`src/hw/rtl/bast_pkg.sv`:
```
// Shared types, codes and sizes for the block allocator state table.
// Holds the lifecycle transition function used by the back end.
// No dependencies; imported by every module of the block.
`default_nettype none

package bast_pkg;

    // Store size and derived widths
    localparam int NUM_BLOCKS  = 64;
    localparam int BLK_W       = (NUM_BLOCKS > 1) ? $clog2(NUM_BLOCKS) : 1;

    // Fixed field widths of the stream payload
    localparam int KIND_W      = 3;
    localparam int INDEX_W     = 6;
    localparam int STATUS_W    = 2;
    localparam int STATE_W     = 3;
    localparam int S_TDATA_W   = 8;
    localparam int M_TDATA_W   = 16;

    // Common width that holds both a block number and the index field
    localparam int EXT_W       = (BLK_W > INDEX_W) ? BLK_W : INDEX_W;
    localparam int CMP_W       = EXT_W + 1;

    // Two-level first-free search: groups of eight blocks
    localparam int GROUP_SIZE  = 8;
    localparam int GROUP_IDX_W = $clog2(GROUP_SIZE);
    localparam int NUM_GROUPS  = (NUM_BLOCKS + GROUP_SIZE - 1) / GROUP_SIZE;
    localparam int GROUP_W     = (NUM_GROUPS > 1) ? $clog2(NUM_GROUPS) : 1;
    localparam int GRANT_W     = GROUP_W + GROUP_IDX_W;
    localparam int SCAN_W      = NUM_GROUPS * GROUP_SIZE;

    // Command queue between front and back (depth is a power of two)
    localparam int QUEUE_DEPTH = 2;
    localparam int QPTR_W      = $clog2(QUEUE_DEPTH);
    localparam int QCNT_W      = $clog2(QUEUE_DEPTH + 1);

    typedef enum logic [KIND_W-1:0] {
        KIND_ALLOC_N = 3'd0,
        KIND_ALLOC_T = 3'd1,
        KIND_FREE_N  = 3'd2,
        KIND_FREE_T  = 3'd3,
        KIND_CLEAN   = 3'd4
    } kind_t;

    typedef enum logic [STATE_W-1:0] {
        ST_FREE       = 3'd0,
        ST_ALLOC      = 3'd1,
        ST_TRANS      = 3'd2,
        ST_FREE_OVER  = 3'd3,
        ST_ALLOC_OVER = 3'd4,
        ST_INVALID    = 3'd5
    } blk_state_t;

    typedef enum logic [STATUS_W-1:0] {
        STATUS_OK      = 2'd0,
        STATUS_ILLEGAL = 2'd1,
        STATUS_NOBLOCK = 2'd2
    } status_t;

    // Classification made by the front end
    typedef enum logic [1:0] {
        CMD_ALLOC  = 2'd0,
        CMD_TARGET = 2'd1,
        CMD_REJECT = 2'd2
    } cmd_op_t;

    typedef struct packed {
        cmd_op_t             op;
        logic [KIND_W-1:0]   kind;
        logic [INDEX_W-1:0]  index;
    } cmd_t;

    // Lifecycle transition; any pair not listed goes to invalid
    function automatic blk_state_t next_state(input blk_state_t cur,
                                              input logic [KIND_W-1:0] kind);
        blk_state_t nxt;
        nxt = ST_INVALID;
        case (cur)
            ST_FREE: begin
                if (kind == KIND_ALLOC_N)      nxt = ST_ALLOC;
                else if (kind == KIND_ALLOC_T) nxt = ST_TRANS;
            end
            ST_ALLOC: begin
                if (kind == KIND_FREE_N) nxt = ST_FREE;
            end
            ST_TRANS, ST_FREE_OVER: begin
                if (kind == KIND_ALLOC_N)                           nxt = ST_ALLOC_OVER;
                else if (kind == KIND_FREE_T || kind == KIND_CLEAN) nxt = ST_FREE;
            end
            ST_ALLOC_OVER: begin
                if (kind == KIND_FREE_N)                            nxt = ST_FREE_OVER;
                else if (kind == KIND_FREE_T || kind == KIND_CLEAN) nxt = ST_ALLOC;
            end
            default: nxt = ST_INVALID;
        endcase
        return nxt;
    endfunction

endpackage

`default_nettype wire

```
`src/hw/rtl/block_allocator_state_table_core.sv`:
```
// Top level of the block allocator state table.
// Instantiates bast_front, bast_queue and bast_back; depends on bast_pkg.
`default_nettype none

// Storage block allocator. Each request beat carries a kind on s_tuser and a
// block number on s_tdata and produces exactly one result beat on m_tdata:
// status, the granted or targeted block, and that block's lifecycle state after
// the request. Allocates search for the lowest eligible block; frees and cleans
// act on the given block; undefined kinds and blocks outside the store come back
// as illegal with no change. The back end takes one request at a time: its idle
// state pops the queue head and scans the store in groups of eight blocks into
// registers; its apply state picks the lowest group, steps the transition table
// and loads the result register. With the two-level search and single store
// update port, a new request is taken only when the last is through and the
// result slot is free or being taken, for every kind. A two-entry command queue
// and the result register let the request side keep sending while a result waits
// to be taken. Reset clears the flip-flop store at once, so requests go straight in.

module block_allocator_state_table_core (
    input  wire logic                          aclk,
    input  wire logic                          aresetn,
    input  wire logic                          s_tvalid,
    output logic                               s_tready,
    input  wire logic [bast_pkg::S_TDATA_W-1:0] s_tdata,  // [5:0] block_index
    input  wire logic [bast_pkg::KIND_W-1:0]    s_tuser,  // [2:0] kind
    output logic                               m_tvalid,
    input  wire logic                          m_tready,
    // [1:0] status, [7:2] chosen_block, [10:8] new_block_state
    output logic [bast_pkg::M_TDATA_W-1:0]     m_tdata
);
    import bast_pkg::*;

    // Front to queue
    logic push_valid, push_ready;
    cmd_t push_cmd;
    // Queue to back
    logic pop_valid, pop_ready;
    cmd_t head_cmd;

    // Classify each beat as it arrives
    bast_front u_front (
        .s_tvalid   (s_tvalid),
        .s_tready   (s_tready),
        .s_tdata    (s_tdata),
        .s_tuser    (s_tuser),
        .push_valid (push_valid),
        .push_ready (push_ready),
        .push_cmd   (push_cmd)
    );

    // Hold classified commands until the back end is free
    bast_queue u_queue (
        .aclk       (aclk),
        .aresetn    (aresetn),
        .push_valid (push_valid),
        .push_ready (push_ready),
        .push_cmd   (push_cmd),
        .pop_valid  (pop_valid),
        .pop_ready  (pop_ready),
        .head_cmd   (head_cmd)
    );

    // Search, update the store and present the result beat
    bast_back u_back (
        .aclk      (aclk),
        .aresetn   (aresetn),
        .pop_valid (pop_valid),
        .pop_ready (pop_ready),
        .head_cmd  (head_cmd),
        .m_tvalid  (m_tvalid),
        .m_tready  (m_tready),
        .m_tdata   (m_tdata)
    );

endmodule

`default_nettype wire

```
`src/hw/rtl/bast_front.sv`:
```
// Front end: takes request beats and classifies them into queue commands.
// Depends on bast_pkg.
`default_nettype none

module bast_front (
    input  wire logic                          s_tvalid,
    output logic                               s_tready,
    input  wire logic [bast_pkg::S_TDATA_W-1:0] s_tdata,  // [5:0] block_index
    input  wire logic [bast_pkg::KIND_W-1:0]    s_tuser,  // [2:0] kind
    output logic                               push_valid,
    input  wire logic                          push_ready,
    output bast_pkg::cmd_t                     push_cmd
);
    import bast_pkg::*;

    logic [INDEX_W-1:0] index;
    logic [CMP_W-1:0]   index_ext;
    logic               in_range;
    cmd_op_t            op;

    assign index     = s_tdata[INDEX_W-1:0];
    assign index_ext = CMP_W'(index);
    assign in_range  = index_ext < CMP_W'(NUM_BLOCKS);

    // Targeted kinds outside the store and undefined kinds are dropped to reject
    always_comb begin
        case (s_tuser)
            KIND_ALLOC_N, KIND_ALLOC_T:           op = CMD_ALLOC;
            KIND_FREE_N, KIND_FREE_T, KIND_CLEAN: op = in_range ? CMD_TARGET : CMD_REJECT;
            default:                              op = CMD_REJECT;
        endcase
    end

    assign push_cmd   = '{op: op, kind: s_tuser, index: index};
    assign push_valid = s_tvalid;
    assign s_tready   = push_ready;

endmodule

`default_nettype wire

```
`src/hw/rtl/bast_queue.sv`:
```
// Short command queue that decouples the front end from the back end.
// Depends on bast_pkg.
`default_nettype none

module bast_queue (
    input  wire logic           aclk,
    input  wire logic           aresetn,
    input  wire logic           push_valid,
    output logic                push_ready,
    input  wire bast_pkg::cmd_t push_cmd,
    output logic                pop_valid,
    input  wire logic           pop_ready,
    output bast_pkg::cmd_t      head_cmd
);
    import bast_pkg::*;

    cmd_t              entries_reg [QUEUE_DEPTH];
    logic [QPTR_W-1:0] wr_ptr_reg, wr_ptr_next;
    logic [QPTR_W-1:0] rd_ptr_reg, rd_ptr_next;
    logic [QCNT_W-1:0] count_reg, count_next;
    logic              do_push, do_pop;

    assign push_ready = count_reg != QCNT_W'(QUEUE_DEPTH);
    assign pop_valid  = count_reg != '0;
    assign head_cmd   = entries_reg[rd_ptr_reg];
    assign do_push    = push_valid && push_ready;
    assign do_pop     = pop_valid && pop_ready;

    always_comb begin
        wr_ptr_next = do_push ? wr_ptr_reg + 1'b1 : wr_ptr_reg;
        rd_ptr_next = do_pop  ? rd_ptr_reg + 1'b1 : rd_ptr_reg;
        count_next  = count_reg;
        if (do_push && !do_pop)      count_next = count_reg + 1'b1;
        else if (!do_push && do_pop) count_next = count_reg - 1'b1;
    end

    always_ff @(posedge aclk) begin
        if (!aresetn) begin
            wr_ptr_reg <= '0;
            rd_ptr_reg <= '0;
            count_reg  <= '0;
        end else begin
            wr_ptr_reg <= wr_ptr_next;
            rd_ptr_reg <= rd_ptr_next;
            count_reg  <= count_next;
        end
    end

    always_ff @(posedge aclk) begin
        if (do_push) begin
            entries_reg[wr_ptr_reg] <= push_cmd;
        end
    end

endmodule

`default_nettype wire

```
`src/hw/rtl/bast_back.sv`:
```
// Back end: block store, two-step first-free search, state update, result register.
// Depends on bast_pkg.
`default_nettype none

module bast_back (
    input  wire logic                          aclk,
    input  wire logic                          aresetn,
    input  wire logic                          pop_valid,
    output logic                               pop_ready,
    input  wire bast_pkg::cmd_t                head_cmd,
    output logic                               m_tvalid,
    input  wire logic                          m_tready,
    output logic [bast_pkg::M_TDATA_W-1:0]     m_tdata
);
    import bast_pkg::*;

    typedef enum logic {
        S_IDLE,
        S_APPLY
    } back_state_t;

    back_state_t         state_reg;
    cmd_t                cmd_reg;
    logic                grp_any_reg   [NUM_GROUPS];
    logic [GROUP_IDX_W-1:0] grp_first_reg [NUM_GROUPS];
    logic                occ_reg       [NUM_BLOCKS];
    blk_state_t          blk_st_reg    [NUM_BLOCKS];
    logic                out_valid_reg;
    status_t             out_status_reg, out_status_next;
    logic [INDEX_W-1:0]  out_block_reg,  out_block_next;
    blk_state_t          out_state_reg,  out_state_next;

    logic                   do_pop;
    logic [SCAN_W-1:0]      elig;
    logic                   grp_any   [NUM_GROUPS];
    logic [GROUP_IDX_W-1:0] grp_first [NUM_GROUPS];
    logic                   found;
    logic [GRANT_W-1:0]     grant;
    logic [BLK_W-1:0]       grant_blk, target_blk, sel_blk;
    logic [EXT_W-1:0]       grant_ext, target_ext;
    blk_state_t             cur_st, nxt_st;
    logic                   is_free;

    // Take a command only when the result slot is free by the apply cycle
    assign pop_ready = (state_reg == S_IDLE) && (!out_valid_reg || m_tready);
    assign do_pop    = pop_valid && pop_ready;

    // Eligibility of each block for the head command's allocate kind
    always_comb begin
        elig = '0;
        for (int b = 0; b < NUM_BLOCKS; b++) begin
            if (head_cmd.kind == KIND_ALLOC_T) begin
                elig[b] = !occ_reg[b];
            end else begin
                elig[b] = !occ_reg[b] || blk_st_reg[b] == ST_TRANS ||
                          blk_st_reg[b] == ST_FREE_OVER;
            end
        end
    end

    // First level: lowest eligible block within each group of eight
    always_comb begin
        for (int g = 0; g < NUM_GROUPS; g++) begin
            grp_any[g]   = |elig[g*GROUP_SIZE +: GROUP_SIZE];
            grp_first[g] = '0;
            for (int i = GROUP_SIZE - 1; i >= 0; i--) begin
                if (elig[g*GROUP_SIZE + i]) grp_first[g] = GROUP_IDX_W'(i);
            end
        end
    end

    // Second level: lowest group that has a candidate
    always_comb begin
        found = 1'b0;
        grant = '0;
        for (int g = NUM_GROUPS - 1; g >= 0; g--) begin
            if (grp_any_reg[g]) begin
                found = 1'b1;
                grant = {GROUP_W'(g), grp_first_reg[g]};
            end
        end
    end

    assign grant_blk  = grant[BLK_W-1:0];
    assign grant_ext  = EXT_W'(grant_blk);
    assign target_ext = EXT_W'(cmd_reg.index);
    assign target_blk = target_ext[BLK_W-1:0];
    assign sel_blk    = (cmd_reg.op == CMD_ALLOC) ? grant_blk : target_blk;
    assign cur_st     = blk_st_reg[sel_blk];
    assign nxt_st     = next_state(cur_st, cmd_reg.kind);
    assign is_free    = cmd_reg.kind == KIND_FREE_N || cmd_reg.kind == KIND_FREE_T;

    always_comb begin
        out_status_next = STATUS_ILLEGAL;
        out_block_next  = cmd_reg.index;
        out_state_next  = ST_INVALID;
        case (cmd_reg.op)
            CMD_ALLOC: begin
                if (found) begin
                    out_status_next = (nxt_st == ST_INVALID) ? STATUS_ILLEGAL : STATUS_OK;
                    out_block_next  = grant_ext[INDEX_W-1:0];
                    out_state_next  = nxt_st;
                end else begin
                    out_status_next = STATUS_NOBLOCK;
                    out_block_next  = '0;
                    out_state_next  = ST_FREE;
                end
            end
            CMD_TARGET: begin
                out_status_next = (nxt_st == ST_INVALID) ? STATUS_ILLEGAL : STATUS_OK;
                out_state_next  = nxt_st;
            end
            default: begin
                out_status_next = STATUS_ILLEGAL;
                out_state_next  = ST_INVALID;
            end
        endcase
    end

    // Sequencer and result register
    always_ff @(posedge aclk) begin
        if (!aresetn) begin
            state_reg     <= S_IDLE;
            out_valid_reg <= 1'b0;
        end else begin
            case (state_reg)
                S_IDLE: begin
                    // drop the result beat once it is taken
                    if (m_tready) out_valid_reg <= 1'b0;
                    if (do_pop) begin
                        cmd_reg <= head_cmd;
                        for (int g = 0; g < NUM_GROUPS; g++) begin
                            grp_any_reg[g]   <= grp_any[g];
                            grp_first_reg[g] <= grp_first[g];
                        end
                        state_reg <= S_APPLY;
                    end
                end
                S_APPLY: begin
                    out_valid_reg  <= 1'b1;
                    out_status_reg <= out_status_next;
                    out_block_reg  <= out_block_next;
                    out_state_reg  <= out_state_next;
                    state_reg      <= S_IDLE;
                end
                default: state_reg <= S_IDLE;
            endcase
        end
    end

    // Block store: occupancy and lifecycle per block, cleared by reset
    always_ff @(posedge aclk) begin
        if (!aresetn) begin
            for (int b = 0; b < NUM_BLOCKS; b++) begin
                occ_reg[b]    <= 1'b0;
                blk_st_reg[b] <= ST_FREE;
            end
        end else if (state_reg == S_APPLY) begin
            case (cmd_reg.op)
                CMD_ALLOC: begin
                    if (found) begin
                        blk_st_reg[sel_blk] <= nxt_st;
                        if (nxt_st != ST_INVALID) occ_reg[sel_blk] <= 1'b1;
                    end
                end
                CMD_TARGET: begin
                    blk_st_reg[sel_blk] <= nxt_st;
                    if (is_free) occ_reg[sel_blk] <= 1'b0;
                end
                default: ;
            endcase
        end
    end

    assign m_tvalid = out_valid_reg;
    assign m_tdata  = M_TDATA_W'({out_state_reg, out_block_reg, out_status_reg});

    a_apply_slot_free: assert property (@(posedge aclk) disable iff (!aresetn)
        (state_reg == S_APPLY) |-> !out_valid_reg)
        else $error("apply cycle with a result still pending");

    a_apply_gives_result: assert property (@(posedge aclk) disable iff (!aresetn)
        (state_reg == S_APPLY) |=> (out_valid_reg && state_reg == S_IDLE))
        else $error("apply cycle did not load the result register");

    a_ok_not_invalid: assert property (@(posedge aclk) disable iff (!aresetn)
        (out_valid_reg && out_status_reg == STATUS_OK) |-> (out_state_reg != ST_INVALID))
        else $error("success reported with an invalid block state");

    a_noblock_clean: assert property (@(posedge aclk) disable iff (!aresetn)
        (out_valid_reg && out_status_reg == STATUS_NOBLOCK) |->
        (out_block_reg == '0 && out_state_reg == ST_FREE))
        else $error("no-block result carries a block or state");

endmodule

`default_nettype wire

```
`config.mk`:
```
export PLATFORM = sky130hd
export DESIGN_NAME = block_allocator_state_table_core
export DESIGN_NICKNAME = d
export VERILOG_FILES = /design/src/hw/rtl/bast_pkg.sv /design/src/hw/rtl/block_allocator_state_table_core.sv /design/src/hw/rtl/bast_front.sv /design/src/hw/rtl/bast_queue.sv /design/src/hw/rtl/bast_back.sv
export SDC_FILE = /design/constraint.sdc
export NUM_CORES = 1
export LEC_CHECK = 0
export BUFFER_PORTS_ARGS = -buffer_cell sky130_fd_sc_hd__buf_2
export CAP_MARGIN = 10
export CORE_AREA = 2 2 217 134
export CTS_BUF_LIST = sky130_fd_sc_hd__clkbuf_2 sky130_fd_sc_hd__clkbuf_4 sky130_fd_sc_hd__clkbuf_8
export DETAILED_ROUTE_END_ITERATION = 6
export DIE_AREA = 0 0 219 136
export GPL_TIMING_DRIVEN = 0
export PLACE_DENSITY = 0.78
export SYNTH_ARGS = -nofsm -noshare
export SYNTH_HDL_FRONTEND = slang
export SYNTH_SLANG_ARGS = --single-unit
```
`constraint.sdc`:
```
create_clock -name aclk -period 7.78 [get_ports aclk]
set_clock_uncertainty 0.15 [all_clocks]
set_input_delay 1.556 -clock aclk [delete_from_list [all_inputs] [get_ports aclk]]
set_output_delay 1.556 -clock aclk [all_outputs]
set_load 0.02 [all_outputs]
```
# Word level (Yosys, flattened, before mapping)
# Memories as Yosys holds them, arrays and structs flattened. A register that Yosys moved wholly into a read port is not among the register bits.
# Index checks and enable logic that the tools add are counted.
# word_totals
reg_bits	28
ramBits	310
in_bits	15
output_inout_bits	18
word_cells	598
mem_count	5
# mem_list
name	words	word_bits	rd	rd_clocked_by_memory_dff	wr	line	text
u_back.blk_st_reg	64	3	65	0	64	bast_back.sv:27	blk_state_t blk_st_reg [NUM_BLOCKS];
u_back.occ_reg	64	1	64	0	64	bast_back.sv:26	logic occ_reg [NUM_BLOCKS];
u_back.grp_first_reg	8	3	8	0	8	bast_back.sv:25	logic [GROUP_IDX_W-1:0] grp_first_reg [NUM_GROUPS];
u_queue.entries_reg	2	11	1	1	1	bast_queue.sv:17	cmd_t entries_reg [QUEUE_DEPTH];
u_back.grp_any_reg	8	1	8	0	8	bast_back.sv:24	logic grp_any_reg [NUM_GROUPS];
# classes
add_sub_neg	4
magnitude_cmp	1
n_eq_ne	146
mux	204
bitwise	3
reduce_logical	224
# op_table
operator	n
3-bit by 2-bit == test with 1-bit output (second input constant)	134
3-bit 2-to-1 mux	74
1-bit logical OR	131
1-bit 2-to-1 mux	107
6-bit 2-to-1 mux	13
1-bit zero test	67
8-bit OR reduction	8
3-bit by 1-bit == test with 1-bit output (second input constant)	4
3-bit == test (second input constant)	4
3-bit one-hot mux with 4 select lines	1
3-bit zero test	3
2-bit 2-to-1 mux	4
2-bit one-hot mux with 2 select lines	2
6-bit by 7-bit < comparator with 1-bit output (second input constant)	1
3-bit one-hot mux with 2 select lines	1
3-bit OR reduction	2
1-bit logical AND	5
2-bit != test (second input constant)	2
1-bit one-hot mux with 2 select lines	2
2-bit nonzero test	2
2-bit OR reduction	2
3-bit != test (second input constant)	1
3-bit AND reduction	1
1-bit adder (second input constant)	2
other kinds (8)	9

# Depth between registers and ports, before layout
# An unclocked memory read counts as a cell.
# depth
ltp_word	24
depth_mapped	22
mapped_depth_nobuf	14

# Modules after synthesis
# From an unflattened synthesis, not the netlist that was laid out.
# unflattened
hier_cells	1707
area_unflattened_um2	17217.8
# modules_own_cells
module	n_inst	cells_each	area_each_um2	seq_area_each_um2
bast_back	1	1635	16077.9	8708.4
bast_queue	1	58	1032.2	760.7
bast_front	1	14	107.6	0.0

# Worst setup path after synthesis
# No wires, ideal clock.
# synth_path
path_kind	register to register
startpoint	register u_back.cmd_reg[9] in the netlist's numbering
endpoint	memory u_back.blk_st_reg[10][2] in the netlist's numbering, data pin
setup_time_ns	0.257
arrival_ns	4.062
t_required_ns	7.373
slack_ns	3.311
path_stages_with_launch	21
path_buffers	6
period_less_slack_ns	4.469
cell_sequence	edfxtp_1 > buf_6 > or2_1 > buf_2 > a221o_1 > or3_1 > buf_2 > nand2_4 > inv_2 > buf_6 > mux2i_1 > a32o_1 > o31ai_1 > nand4_1 > nor4_4 > nor4bb_1 > a211o_1 > or2_1 > buf_4 > buf_2 > nor2_1
# synth_lines
item	line	text
start, declared	bast_back.sv:23	cmd_t cmd_reg;
start signal, assigned	bast_back.sv:131	cmd_reg <= head_cmd;
end, declared	bast_back.sv:27	

==> summary.txt <==
Power
  • Pwr dens: 318 nW/µm²
  • Leak: 6.63 nW
  • Peak supply drop: 0.000294 V

Worst setup path
  • Req. time, crit path: 7970 ps
  • Setup crit end kind: flop
  • Crit start category: flop
  • R2R Setup Slk: ~160 ps
  • Worst setup path class: flop to flop
  • FF-to-FF Start: u_back.cmd_reg[10]$_DFFE_PP_
  • R2R depth: 19
  • Critical path startpoint: u_back.cmd_reg[10]$_DFFE_PP_
  • Crit Path Max Fanout: 10
  • Crit path DAT: 7810 ps

STA
  • Final Cycle Share: 0.979
  • Period minus WS final: 7620 ps
  • Fmax: 131 MHz
  • Slew Limit Headroom: 0.0727
  • Endpoints failing hold: 0
  • Hold WS: 330 ps
  • Worst slew pin tran: 1390 ps
  • Final setup fails: 0
  • Worst setup margin: 161 ps
  • Max-slew violation count: 0
  • RSZ-0062 raised after global routing: false
  • Post-route setup TNS: 0 ps

Finish
  • Number of flip-flops in the largest register: about 190
  • Most frequent cells in the layout: 314 x nand2_1, 268 x edfxtp_1, 256 x nor2_1
  • Layout cell share with drive strength beyond 1: 0.133
  • Final net count: 1852
  • Most common cell after layout, fill and taps aside: nand2_1
  • Finished Layout Cells: approximately 2200
  • Synthesis-to-finish area growth: 9.56%

Clock tree
  • Resize count post-CTS: 0
  • # Post-CTS Setup Buffers: 0
  • # clock sinks: 339
  • Hold-fix buffers, CTS: 0
  • Clock buffer depth: 3
  • Root buf cell: clkbuf_8
  • CTS tree: done
  • CTS Buf Count: 49
  • H-Tree Depth: 2
  • CTS clock-pin slew for the worst setup and hold paths: 70 ps
  • Worst skew pair latency: 620 ps

Outcome
  • Failing checks: design-rule violations
  • Outcome: finished, violations left

Die
  • Die area: approximately 30000 µm²
  • I/O pin count: 33
  • Die height: 136 µm
  • Die width: 219 µm
  • Num rows: 48
  • Initial core utilization: 0.609
  • Core Area: 28000 µm²

Min path
  • HP Start: u_back.occ_reg[25]$_DFF_P_
  • Hold path depth: 2
  • HP Class: flop to flop

GRT
  • First-pass GRT wire length: 102000 µm
  • Total Routing Usage GR: 0.495
  • Vias in the first global route: 14500
  • Initial antenna violation count: 3
  • Largest net degree at the start of global routing: 33
  • Gr ovfl total: 0

Routing
  • DR vias: 15900
  • Routed wire per std cell: 32.7 µm
  • Drt pass-1 iters: 7
  • DRT iter0 DRCs: between 3000 and 4000
  • WL final: 73500 µm
  • DRC errors left: 114
  • Final ANT Viol Nets: 0
  • Via/cell ratio: 7.09

Logic synthesis
  • Syn Inst Count: approximately 1800
  • Synthesized cell area: ~17000 µm²
  • Async SR Flop Fraction: 0
  • Primary FF master, synth: edfxtp_1
  • Yosys reg bits: approximately 340
  • Top cells by area, synth: edfxtp_1 47%, dfxtp_1 8.3%, nand2_1 6.9%
  • Seq/Total Area, Yosys: 0.556
  • Synth cell types: 76
  • Synth warnings: 0
  • Post-synth EDFFs: between 200 and 300
  • Largest area contributor in the netlist: edfxtp_1
  • Syn avg cell area: approximately 9.7 µm²
  • Yosys top cell area share: 0.473

Placement
  • Buffers on Ports: 25
  • HPWL Detailed: between 50000 and 60000 µm
  • Inst Count DP: 2159
  • Pre-CTS setup slack: 1030 ps
  • Routability Congestion: 1.11

Job
  • Max-cap violations: 0
==> synthesized netlist by cell type (all sizes together), types with 3 or more instances <==
library cell  instances
mux2i                15
o311a                16
nor4                  8
o211ai               19
a311oi                3
edfxtp              268
nor3                 42
o221ai               10
nor2                258
a21oi                38
or3                  53
or2                   4
nand2b               34
a31oi                10
a221oi                9
o22ai                11
mux2                 18
nand4                14
nand2               315
buf                  59
nor3b                 4
o31a                 25
xor2                  4
clkbuf               71
o21ai               113
o31ai                 5
nand3               117
o21bai                6
o311ai               18
a22oi                 7
inv                  54
nor2b                 9
dfxtp                71
nand3b                3
a211oi                6
==> path summary, 6_finish.rpt <==
| check | end |
|---|---|
| worst min-delay path | u_back.occ_reg[25]$_DFF_P_ |
| worst min register to register | u_back.occ_reg[25]$_DFF_P_ |
| worst max-delay path | u_back.blk_st_reg[43][2]$_SDFFCE_PN0P_ |
| worst max register to register | u_back.blk_st_reg[43][2]$_SDFFCE_PN0P_ |
==> report_power, final <==
| part | switching [mW] | internal [mW] |
|---|---|---|
| sequential | 0.0724 | 2.10 |
| clock | 0.725 | 0.788 |
| combinational | 1.78 | 0.469 |
| total | 2.58 | 3.36 |
==> stage by stage <==
step	power (mW)	util	instance area, µm²
after floorplan	3.37	-	17000
after global placement	4.24	0.630	17600
after detailed placement	4.26	0.631	17700
after CTS	5.72	0.666	18600
after global routing	5.96	0.667	18700
final	5.94	0.667	18700
==> metal layers <==
| metal | wire, µm | part of all wire | vias up | global-route usage |
|---|---|---|---|---|
| met4 | 3450 | 0.047 | 4 | 0.194 |
| met1 | 26900 | 0.37 | 7533 | 0.667 |
| met2 | 27100 | 0.37 | 1632 | 0.624 |
| met3 | 16000 | 0.22 | 305 | 0.319 |
| li1 | - | - | 6455 | - |
| met5 | 24 | 0.00033 | - | 0 |
==> logic make-up after synthesis <==
group,count (synthesis),share of synthesized area
multiplexers,34,0.0220
AND/OR/NAND/NOR,871,0.229
other,1,0.000220
flip-flops,339,0.556
buffers and inverters,185,0.0500
XOR/XNOR,4,0.00206
AO/OA/AOI/OAI,319,0.140
adder cells (fa/ha/maj),1,0.000735
==> cell type report <==
class	count	area [µm²]
diodes	1	2.50
plain buffers	130	644
clock buffers	67	828
clock inverters	19	163
fillers	2165	9330
inverters	55	206
multi-input cells	1234	6740
flip-flops and latches	339	9470
well taps	375	469
repair buffers	27	138
==> worst max-delay path: stages, from the launching register on <==
cell and delay (ps):
edfxtp_1 330, clkbuf_1 400, o21ai_0 310, o311ai_0 180, o211ai_1 390, inv_1 200, buf_2 310, buf_1 610
buf_1 1050, a311oi_1 140, nand2_1 130, nand3_1 150, nor4_1 1040, nand3_1 330, nor4bb_1 380, a211o_1 240
or2_1 140, buf_4 290, buf_2 430, nor2_1 100
No activity file was read; power rests on OpenSTA's default activity.
